## config.mk

```make
export PLATFORM = sky130hd
export DESIGN_NAME = integer_to_ascii_formatter
export DESIGN_NICKNAME = d
export VERILOG_FILES = /design/src/rtl/i2a_pkg.sv /design/src/rtl/integer_to_ascii_formatter.sv /design/src/rtl/i2a_cell.sv /design/src/rtl/i2a_chain.sv
export SDC_FILE = /design/constraint.sdc
export NUM_CORES = 1
export LEC_CHECK = 0
export ABC_AREA = 1
export BUFFER_PORTS_ARGS = -buffer_cell sky130_fd_sc_hd__buf_2
export CAP_MARGIN = 20
export CORE_AREA = 2 2 156 158
export DETAILED_ROUTE_END_ITERATION = 10
export DIE_AREA = 0 0 158 160
export PLACE_DENSITY = 0.86
export REMOVE_ABC_BUFFERS = 1
export SLEW_MARGIN = 30
export SYNTH_ARGS = -nofsm -noshare
export SYNTH_HDL_FRONTEND = slang
export SYNTH_SLANG_ARGS = --single-unit
```

## constraint.sdc

```tcl
create_clock -name i_clk -period 3.83 [get_ports i_clk]
set_clock_uncertainty 0.1 [all_clocks]
set_input_delay 0.766 -clock i_clk [delete_from_list [all_inputs] [get_ports i_clk]]
set_output_delay 0.766 -clock i_clk [all_outputs]
set_load 0.005 [all_outputs]
```

## src/rtl/i2a_pkg.sv

```systemverilog
// ----------------------------------------------------------------------------
// i2a_pkg
// Shared widths, opcodes, ASCII codes and digit helpers for the formatter.
// ----------------------------------------------------------------------------
package i2a_pkg;

    localparam int VALUE_W    = 64;
    localparam int OPCODE_W   = 3;
    localparam int CHAR_W     = 7;
    localparam int LEN_W      = 5;
    localparam int NUM_DIGITS = 20;
    localparam int HEX_DIGITS = 16;
    localparam int SHIFT_CNT_W = $clog2(VALUE_W);

    typedef logic [3:0] t_digit;

    localparam logic [OPCODE_W-1:0] OP_S32_DEC = 3'd0;
    localparam logic [OPCODE_W-1:0] OP_U32_DEC = 3'd1;
    localparam logic [OPCODE_W-1:0] OP_S64_DEC = 3'd2;
    localparam logic [OPCODE_W-1:0] OP_U64_DEC = 3'd3;
    localparam logic [OPCODE_W-1:0] OP_HEX_LO  = 3'd4;
    localparam logic [OPCODE_W-1:0] OP_HEX_UP  = 3'd5;

    localparam logic [CHAR_W-1:0] CH_ZERO    = 7'h30;
    localparam logic [CHAR_W-1:0] CH_MINUS   = 7'h2d;
    localparam logic [CHAR_W-1:0] CH_LOWER_A = 7'h61;
    localparam logic [CHAR_W-1:0] CH_UPPER_A = 7'h41;

    // Control shared by every cell of the digit chain.
    typedef struct packed {
        logic clear;        // zero the digit
        logic bit_shift;    // shift one binary bit in, with decimal correction when dec is set
        logic digit_shift;  // take the lower neighbor's digit
        logic dec;          // decimal correction enabled
    } t_cell_ctl;

    // Add 3 to a BCD digit of 5 or more before it doubles.
    function automatic t_digit adjust_digit(input t_digit d, input logic dec);
        t_digit r;
        r = (dec && (d >= 4'd5)) ? t_digit'(d + 4'd3) : d;
        return r;
    endfunction

    // Bit that leaves a digit toward its upper neighbor on a bit shift.
    function automatic logic digit_carry(input t_digit d, input logic dec);
        t_digit a;
        a = adjust_digit(d, dec);
        return a[3];
    endfunction

    function automatic logic [CHAR_W-1:0] digit_char(input t_digit d, input logic upper);
        logic [CHAR_W-1:0] c;
        if (d < 4'd10) begin
            c = CH_ZERO + {3'b000, d};
        end else begin
            c = (upper ? CH_UPPER_A : CH_LOWER_A) + {3'b000, t_digit'(d - 4'd10)};
        end
        return c;
    endfunction

endpackage

```

## src/rtl/integer_to_ascii_formatter.sv

```systemverilog
// An accepted transaction shifts its magnitude into the digit chain, drops
// leading zeros, and then emits one character per cycle (sign first) while the
// output register is free; an output stall holds the character stream. A new
// transaction is accepted only once the last character has been emitted.
// Reset (i_rst_n low, synchronous) idles the controller and empties the output.
// ----------------------------------------------------------------------------
// integer_to_ascii_formatter
// Formats a 32- or 64-bit integer as signed/unsigned decimal, or 64 bits as hex ASCII.
// ----------------------------------------------------------------------------
module integer_to_ascii_formatter
    import i2a_pkg::*;
(
    input  logic                i_clk,
    input  logic                i_rst_n,
    input  logic                i_in_valid,
    output logic                o_in_ready,
    input  logic [VALUE_W-1:0]  i_value,
    input  logic [OPCODE_W-1:0] i_opcode,
    output logic                o_out_valid,
    input  logic                i_out_ready,
    output logic [CHAR_W-1:0]   o_character,
    output logic                o_last,
    output logic [LEN_W-1:0]    o_length
);

    typedef enum logic [4:0] {
        ST_IDLE = 5'b00001,
        ST_CONV = 5'b00010,
        ST_SKIP = 5'b00100,
        ST_SIGN = 5'b01000,
        ST_EMIT = 5'b10000
    } t_state;

    localparam logic [SHIFT_CNT_W-1:0] LAST_SHIFT = SHIFT_CNT_W'(VALUE_W - 1);
    localparam logic [LEN_W-1:0]       DEC_CHARS  = LEN_W'(NUM_DIGITS);
    localparam logic [LEN_W-1:0]       HEX_CHARS  = LEN_W'(HEX_DIGITS);

    t_state                 r_state, n_state;
    logic [VALUE_W-1:0]     r_mag, n_mag;
    logic [SHIFT_CNT_W-1:0] r_cnt, n_cnt;
    logic [LEN_W-1:0]       r_rem, n_rem;
    logic [LEN_W-1:0]       r_len, n_len;
    logic                   r_neg, n_neg;
    logic                   r_hex, n_hex;
    logic                   r_upper, n_upper;

    logic                   r_out_valid, n_out_valid;
    logic [CHAR_W-1:0]      r_char, n_char;
    logic                   r_last, n_last;
    logic [LEN_W-1:0]       r_length, n_length;

    logic                   accept;
    logic                   op_ok;
    logic                   slot_free;
    logic [31:0]            low_word;
    logic [VALUE_W-1:0]     load_mag;
    logic                   load_neg;
    t_cell_ctl              cell_ctl;
    t_digit                 top_dec, top_hex, top_digit;
    logic                   skipping;

    // Input is taken only between numbers; the output register decouples
    // the last character of one number from the next transaction.
    assign o_in_ready = (r_state == ST_IDLE);
    assign accept     = i_in_valid && o_in_ready;
    assign op_ok      = (i_opcode <= OP_HEX_UP);
    assign slot_free  = !r_out_valid || i_out_ready;

    // Magnitude and sign at load; the two's-complement negation covers the
    // most negative value, which lands as its exact unsigned magnitude.
    assign low_word = i_value[31:0];
    always_comb begin
        load_neg = 1'b0;
        load_mag = i_value;
        case (i_opcode)
            OP_S32_DEC: begin
                load_neg = low_word[31];
                load_mag = {32'd0, low_word[31] ? 32'(32'd0 - low_word) : low_word};
            end
            OP_U32_DEC: begin
                load_mag = {32'd0, low_word};
            end
            OP_S64_DEC: begin
                load_neg = i_value[VALUE_W-1];
                load_mag = i_value[VALUE_W-1] ? VALUE_W'({VALUE_W{1'b0}} - i_value)
                                              : i_value;
            end
            default: begin
                load_mag = i_value;
            end
        endcase
    end

    // Leading zeros drop while more than one digit remains, so zero prints as '0'.
    assign top_digit = r_hex ? top_hex : top_dec;
    assign skipping  = (top_digit == 4'd0) && (r_rem > LEN_W'(1));

    always_comb begin
        cell_ctl.clear       = accept && op_ok;
        cell_ctl.bit_shift   = (r_state == ST_CONV);
        cell_ctl.digit_shift = ((r_state == ST_SKIP) && skipping) ||
                               ((r_state == ST_EMIT) && slot_free);
        cell_ctl.dec         = !r_hex;
    end

    i2a_chain u_chain (
        .i_clk     (i_clk),
        .i_ctl     (cell_ctl),
        .i_serial  (r_mag[VALUE_W-1]),
        .o_top_dec (top_dec),
        .o_top_hex (top_hex)
    );

    always_comb begin
        n_state     = r_state;
        n_mag       = r_mag;
        n_cnt       = r_cnt;
        n_rem       = r_rem;
        n_len       = r_len;
        n_neg       = r_neg;
        n_hex       = r_hex;
        n_upper     = r_upper;
        n_out_valid = r_out_valid && !i_out_ready;
        n_char      = r_char;
        n_last      = r_last;
        n_length    = r_length;

        unique case (r_state)
            ST_IDLE: begin
                // Drop transactions with an unused opcode.
                if (accept && op_ok) begin
                    n_mag   = load_mag;
                    n_neg   = load_neg;
                    n_hex   = (i_opcode == OP_HEX_LO) || (i_opcode == OP_HEX_UP);
                    n_upper = (i_opcode == OP_HEX_UP);
                    n_cnt   = '0;
                    n_state = ST_CONV;
                end
            end
            ST_CONV: begin
                // Advance one magnitude bit, MSB first, into the chain.
                n_mag = {r_mag[VALUE_W-2:0], 1'b0};
                n_cnt = r_cnt + SHIFT_CNT_W'(1);
                if (r_cnt == LAST_SHIFT) begin
                    n_rem   = r_hex ? HEX_CHARS : DEC_CHARS;
                    n_state = ST_SKIP;
                end
            end
            ST_SKIP: begin
                if (skipping) begin
                    n_rem = r_rem - LEN_W'(1);
                end else begin
                    n_len   = r_rem + LEN_W'(r_neg);
                    n_state = r_neg ? ST_SIGN : ST_EMIT;
                end
            end
            ST_SIGN: begin
                if (slot_free) begin
                    n_out_valid = 1'b1;
                    n_char      = CH_MINUS;
                    n_last      = 1'b0;
                    n_length    = '0;
                    n_state     = ST_EMIT;
                end
            end
            ST_EMIT: begin
                // Hold until the output register frees up, then emit the top digit.
                if (slot_free) begin
                    n_out_valid = 1'b1;
                    n_char      = digit_char(top_digit, r_upper);
                    n_last      = (r_rem == LEN_W'(1));
                    n_length    = (r_rem == LEN_W'(1)) ? r_len : '0;
                    n_rem       = r_rem - LEN_W'(1);
                    if (r_rem == LEN_W'(1)) begin
                        n_state = ST_IDLE;
                    end
                end
            end
            default: begin
                n_state = ST_IDLE;
            end
        endcase
    end

    always_ff @(posedge i_clk) begin
        if (!i_rst_n) begin
            r_state     <= ST_IDLE;
            r_out_valid <= 1'b0;
        end else begin
            r_state     <= n_state;
            r_out_valid <= n_out_valid;
        end
    end

    always_ff @(posedge i_clk) begin
        r_mag    <= n_mag;
        r_cnt    <= n_cnt;
        r_rem    <= n_rem;
        r_len    <= n_len;
        r_neg    <= n_neg;
        r_hex    <= n_hex;
        r_upper  <= n_upper;
        r_char   <= n_char;
        r_last   <= n_last;
        r_length <= n_length;
    end

    assign o_out_valid = r_out_valid;
    assign o_character = r_char;
    assign o_last      = r_last;
    assign o_length    = r_length;

`ifndef SYNTHESIS
    a_len_only_on_last: assert property (@(posedge i_clk) disable iff (!i_rst_n)
        (o_out_valid && !o_last) |-> (o_length == '0))
        else $error("nonzero length on a non-final character");

    a_len_range: assert property (@(posedge i_clk) disable iff (!i_rst_n)
        (o_out_valid && o_last) |-> ((o_length != '0) && (o_length <= DEC_CHARS)))
        else $error("final length out of range");

    a_minus_not_last: assert property (@(posedge i_clk) disable iff (!i_rst_n)
        (o_out_valid && (o_character == CH_MINUS)) |-> !o_last)
        else $error("minus sign flagged as final character");

    a_emit_has_digits: assert property (@(posedge i_clk) disable iff (!i_rst_n)
        ((r_state == ST_EMIT) || (r_state == ST_SKIP)) |-> (r_rem != '0))
        else $error("digit count underflow");
`endif

endmodule

```

## src/rtl/i2a_cell.sv

```systemverilog
// ----------------------------------------------------------------------------
// i2a_cell
// One digit cell: clears, corrects and shifts in a bit, or takes its neighbor's digit.
// ----------------------------------------------------------------------------
module i2a_cell
    import i2a_pkg::*;
(
    input  logic      i_clk,
    input  t_cell_ctl i_ctl,
    input  logic      i_bit,
    input  t_digit    i_digit,
    output t_digit    o_digit
);

    t_digit r_digit;
    t_digit n_digit;
    t_digit adj;

    assign adj = adjust_digit(r_digit, i_ctl.dec);

    always_comb begin
        n_digit = r_digit;
        if (i_ctl.clear) begin
            n_digit = '0;
        end else if (i_ctl.bit_shift) begin
            n_digit = {adj[2:0], i_bit};
        end else if (i_ctl.digit_shift) begin
            n_digit = i_digit;
        end
    end

    always_ff @(posedge i_clk) begin
        r_digit <= n_digit;
    end

    assign o_digit = r_digit;

endmodule

```

## src/rtl/i2a_chain.sv

```systemverilog
// ----------------------------------------------------------------------------
// i2a_chain
// Row of digit cells: binary bits enter at the bottom, digits leave at the top.
// ----------------------------------------------------------------------------
module i2a_chain
    import i2a_pkg::*;
(
    input  logic      i_clk,
    input  t_cell_ctl i_ctl,
    input  logic      i_serial,
    output t_digit    o_top_dec,
    output t_digit    o_top_hex
);

    t_digit digits [NUM_DIGITS];

    for (genvar k = 0; k < NUM_DIGITS; k++) begin : g_cell
        logic   bit_in;
        t_digit digit_in;

        if (k == 0) begin : g_first
            assign bit_in   = i_serial;
            assign digit_in = '0;
        end else begin : g_rest
            assign bit_in   = digit_carry(digits[k-1], i_ctl.dec);
            assign digit_in = digits[k-1];
        end

        i2a_cell u_cell (
            .i_clk   (i_clk),
            .i_ctl   (i_ctl),
            .i_bit   (bit_in),
            .i_digit (digit_in),
            .o_digit (digits[k])
        );
    end

    assign o_top_dec = digits[NUM_DIGITS-1];
    assign o_top_hex = digits[HEX_DIGITS-1];

endmodule
```

[Yosys cells after proc, flatten, opt, wreduce, memory -nomap -nowiden]
Cells that the tools add are included.
Storage, ports and cells
  register bits: 182
  bits of input ports: 71
  output and inout bits: 15
Operators by class
  add/subtract/negate cells: 28
  order comparisons: 23
  equal/unequal tests: 18
  mux-type cells: 96
  bitwise operators: 1
  reduce and logical (&&, ||, !) cells: 45
Operators by type and width (number)
  2-to-1 mux 4 bit: 60
  case mux 64 bit (3 select lines): 1
  2-to-1 mux 64 bit: 2
  case mux 64 bit (2 select lines): 1
  >= comparator 4 x 3 -> 1 bit, second input constant: 20
  adder 4 x 2 -> 4 bit, second input constant: 19
  2-to-1 mux 5 bit: 13
  subtractor 1 x 64 -> 64 bit, first input constant: 1
  2-to-1 mux 32 bit: 1
  subtractor 1 x 32 -> 32 bit, first input constant: 1
  logical AND 1 bit: 26
  case mux 5 bit (5 select lines): 1
  2-to-1 mux 7 bit: 3
  case mux 5 bit (3 select lines): 1
  case mux 7 bit (2 select lines): 1
  2-to-1 mux 6 bit: 2
  case mux 6 bit (2 select lines): 1
  == test 5 x 1 -> 1 bit, second input constant: 2
  case mux 5 bit (2 select lines): 1
  != test 2 bit, second input constant: 4
  adder 6 x 4 -> 7 bit, first input constant: 1
  adder 7 x 4 -> 7 bit: 1
  adder 6 x 1 -> 6 bit, second input constant: 1
  == test 3 bit, second input constant: 2
  30 further kinds: 45

[Depth between registers and ports, before layout]
  word-level depth: 7
  mapped depth: 13
  mapped depth without buffers: 13

[Cells and area by module]
Synthesis repeated with hierarchy kept, for this count alone.
Second synthesis, totals
  cell total of the unflattened synthesis: 2084
  area total of the unflattened synthesis: 13631.8 um^2
Modules (own cells, without submodules)
  integer_to_ascii_formatter: instances 1, cells an instance 992, area each 7095.6 um^2
  i2a_cell: instances 20, cells an instance 44, area each 284.0 um^2
  i2a_chain: instances 1, cells an instance 212, area each 855.8 um^2

[Worst setup path after synthesis]
OpenSTA, ideal clock, no wires.
  path kind: input to register
  from: input i_opcode[2]
  to: register r_cnt[0] (enable)
  setup time: 0.430 ns
  data arrival time: 3.121 ns
  required time: 3.300 ns
  setup slack: 0.179 ns
  stages: 6
  path buffers: 1
  path through: inv_1 > o21ai_0 > nor2_1 > inv_1 > clkbuf_1 > nand2_1
On the way
  longest elaborated chain between the ends: 4
RTL lines
  start, declared: line integer_to_ascii_formatter.sv:18  | input logic [OPCODE_W-1:0] i_opcode,
  less-or-equal comparator 3 bit: line integer_to_ascii_formatter.sv:66  | assign op_ok = (i_opcode <= OP_HEX_UP);
  logical AND 1 bit: line integer_to_ascii_formatter.sv:131  | if (accept && op_ok) begin
  != test 2 x 1 -> 1 bit (no line)
  AND reduction 2 bit (no line)
  end signal, assigned: line integer_to_ascii_formatter.sv:197  | r_cnt <= n_cnt;
  end, declared: line integer_to_ascii_formatter.sv:40  | logic [SHIFT_CNT_W-1:0] r_cnt, n_cnt;
Every way passes these cells.
A chain may end at the register's enable or synchronous reset.

[Final worst setup path]
  from: register r_hex
  to: register u_chain.g_cell[2].u_cell.r_digit[0]
On the way
  longest elaborated chain between the ends: 6
RTL lines
  start, declared: line integer_to_ascii_formatter.sv:44  | logic r_hex, n_hex;
  start signal, assigned: line integer_to_ascii_formatter.sv:201  | r_hex <= n_hex;
  2-to-1 mux 4 bit: line integer_to_ascii_formatter.sv:95  | assign top_digit = r_hex ? top_hex : top_dec;
  zero test 4 bit: line integer_to_ascii_formatter.sv:96  | assign skipping = (top_digit == 4'd0) && (r_rem > LEN_W'(1));
  logical AND 1 bit: line integer_to_ascii_formatter.sv:96
  logical AND 1 bit: line integer_to_ascii_formatter.sv:101  | cell_ctl.digit_shift = ((r_state == ST_SKIP) && skipping) ||
  logical OR 1 bit: line integer_to_ascii_formatter.sv:101
  nonzero test 2 bit (no line)
  end signal, assigned: line i2a_cell.sv:33  | r_digit <= n_digit;
  end, declared: line i2a_cell.sv:15  | t_digit r_digit;
Parallel ways exist; a longest one is shown, timed or not.

==> summary.txt <==
Outcome
  – Status: completed

Synth
  – EDFF count, synth: 96
  – Avg Cell Area, Syn: 6.66 um2
  – Area of the mapped netlist: 13000 um2
  – Post-synth top area cell: edfxtp_1
  – Cells after Synth: 1954
  – Post-synth ARST share: 0%
  – Synth top area share: 22.2%
  – Top post-synthesis cells by area: edfxtp_1 (22%), nand2_1 (15%), dfxtp_1 (13%), nor2_1 (7.8%), a21oi_1 (6.6%)
  – Sequential-to-total area share from yosys stat: 35.4%
  – Yosys warnings: 0
  – Seq cells post-synth: 182
  – Post-synth cell types: 43
  – Top FF cell, synth: edfxtp_1

Placement
  – Port Buffers: 85
  – Routability cong.: 0.954
  – Placed Area: 13600 um2
  – DP Wirelength: 25500 um
  – Pre-CTS setup slack: 0.891 ns

CTS
  – Clock Path Buffers: 2
  – Root Buffer Master: clkbuf_16
  – Clock transition at the registers of the reported paths: 0.08 ns
  – CTS tree: built
  – CTS sink count: 182
  – CTS Buf Count: 17
  – H-Tree Depth: 4
  – Post-CTS Resized: 0
  – Skew-Pair Late Insertion Delay: 0.44 ns
  – Setup repair bufs after CTS: 0
  – # hold bufs at CTS: 0

Power
  – Clock power share: 28.3%
  – Sw Ratio: 36.9%
  – Internal power: 0.00385 W
  – Static Leakage: 5.83 nW
  – Combinational share of power: 27.6%
  – Net Sw Power: 0.00226 W
  – Worst vdd ir: 0.368 mV
  – Sequential power share: 44.1%
  – PD cells: 431 nW/um2

Drt
  – DRC Markers: 0
  – DRT Wirelength: 36600 um
  – Routed wire length per instance: 15.7 um
  – Vias per cell: 5.75
  – First-pass DRT Iterations: 6
  – Number of DRC markers in iteration 0: 1437
  – Antenna-violating nets left: 0
  – Vias: 13383

Die
  – Rows: 57
  – I/O pins: 86
  – Placeable core area: 23800 um2
  – Starting Density: 54.6%
  – Die width: 158 um
  – Die H: 160 um
  – Die area: 25300 um2

Flow run
  – Max_cap viols: 0

Timing
  – Final Hold Viols: 0
  – Worst slew pin tran: 0.936 ns
  – Setup TNS: 0 ns
  – Max-slew violations: 0
  – Slew HR: 37.6%
  – Setup-failing EPs final: 0
  – WHS: 0.403 ns
  – Fmax: 0.337 GHz
  – Crit share post-route: 77.5%
  – Min Tclk post-route: 2.97 ns
  – RSZ-0062 raised after global routing: false
  – Worst Slack Setup Final: 0.860 ns

Final layout
  – Area growth from synthesis to layout: 8.96%
  – Final nets: 2110
  – Layout cells sized above 1: 9.09%
  – Final instance area: 14200 um2
  – Fillcell total: 2268

Global route
  – Total track usage: 28.9%
  – First-pass GRT wire length: 59600 um
  – Vias in the first global route: 12623
  – Largest net degree at the start of global routing: 99
  – Initial antenna violation count: 1
  – GRT overflow: 0

Worst setup path
  – Crit. End Element: register
  – Critical Path AT: 3.24 ns
  – Crit path max fanout: 50
  – Setup crit start kind: register
  – Critical path type: register to register
  – Req. time, crit path: 4.10 ns
  – Reg2Reg Setup Slack: 0.86 ns

Worst hold path
  – Hold Path Class: register to register
[layer usage]
metal | share of wire, % | track usage (%)
met5 | 0 | 0
met3 | 6.9 | 4.80
met2 | 48 | 48.5
met1 | 42 | 37.4
met4 | 2.5 | 10.7
[cells in the mapped netlist, types with 26 or more instances]
cell / count
nor2_1: 271
dfxtp_1: 86
inv_1: 216
edfxtp_1: 96
nand4_1: 54
clkbuf_1: 45
o211ai_1: 26
a21oi_1: 171
nand2_1: 509
nand3_1: 127
ha_1: 50
o21ai_0: 141
[power groups by stage]
stage / clock network (W) / registers [W] / logic [W]
5_1_grt: 0.00183 / 0.00273 / 0.00190
3_3_place_gp: 0 / 0.00271 / 0.00159
2_1_floorplan: 0 / 0.00268 / 0.00114
6_report: 0.00173 / 0.00269 / 0.00169
3_5_place_dp: 0 / 0.00273 / 0.00166
4_1_cts: 0.00174 / 0.00269 / 0.00167
[critical path, cell delays in order, from the launching register on]
cell and delay, ns:
edfxtp_1 0.54, o21ai_0 0.44, inv_1 0.12, ha_1 0.20
nand4_1 0.12, or2_2 0.16, buf_4 0.48, nand2_1 0.13
inv_2 0.33, nand2_1 0.09, a21oi_1 0.16
[flip-flops by register name, summed over array words and instances (netlist names), 5 cells and up]
name / cells
r_state: 5
r_len: 5
r_mag: 64
r_cnt: 6
o_character: 7
r_rem: 5
o_length: 5
u_chain.g_cell.u_cell.o_digit: 80
[stage by stage]
| stage | util [%] | power, W | std cells |
|---|---|---|---|
| 2_1_floorplan | - | 0.00382 | 1865 |
| 3_3_place_gp | 57.2 | 0.00430 | 2294 |
| 3_5_place_dp | 57.2 | 0.00439 | 2294 |
| 4_1_cts | 59.5 | 0.00611 | 2326 |
| 5_1_grt | 59.5 | 0.00646 | 2327 |
| 6_report | 59.5 | 0.00611 | 2327 |
[worst paths after layout]
check	from	to	cells after the start
setup / recovery	r_hex	u_chain.g_cell[2].u_cell.o_digit[0]	10
hold / removal	r_state[4]	r_state[4]	2
setup reg to reg	r_hex	u_chain.g_cell[2].u_cell.o_digit[0]	10
hold reg to reg	r_state[4]	r_state[4]	2
[area by class of cell]
cell class / count / area [um2] / area share, %
multi-input cells: 1465 / 7200 / 50.8
flip-flops and latches: 182 / 4600 / 32.5
inverters: 218 / 823 / 5.81
repair buffers: 105 / 588 / 4.15
clock buffers: 17 / 425 / 3.00
well taps: 324 / 405 / 2.86
clock inverters: 15 / 134 / 0.944
diodes: 1 / 2.50 / 0.0176
[cell usage in the layout, fill, tap and decap left out, types with 2 or more instances in the layout]
cell type  count
xor2_1        18
a22oi_1        2
o21ai_1        3
ha_1          50
nand4_1       54
o21bai_1       3
nand3_1      127
inv_4          2
a21oi_1      171
a31oi_1        2
or2_2         19
nand2_1      508
nand3b_1       9
buf_4         19
nor2_2         2
o21ai_0      140
buf_2         85
o211ai_1      26
inv_6          7
clkbuf_16     17
and2_1         2
clkinv_2       2
edfxtp_1      96
a41oi_1       14
dfxtp_1       86
o22ai_1        2
nor3_1         6
nand2_2        3
xnor2_1        5
inv_8          3
o31ai_1        3
nor2_1       269
nor4_1         3
inv_1        215
a31o_2        14
[kinds of logic after synthesis]
family	count (synthesis)	share of synthesized area (%)
and+or+nand+nor	1006	32.3
AOI/OAI and AO/OA	386	16.4
buffers and inverters	307	9.53
DFF	182	35.4
adders and majority gates	50	4.81
xor gates and xnor gates	23	1.55
No activity file was read; power rests on OpenSTA's default activity.
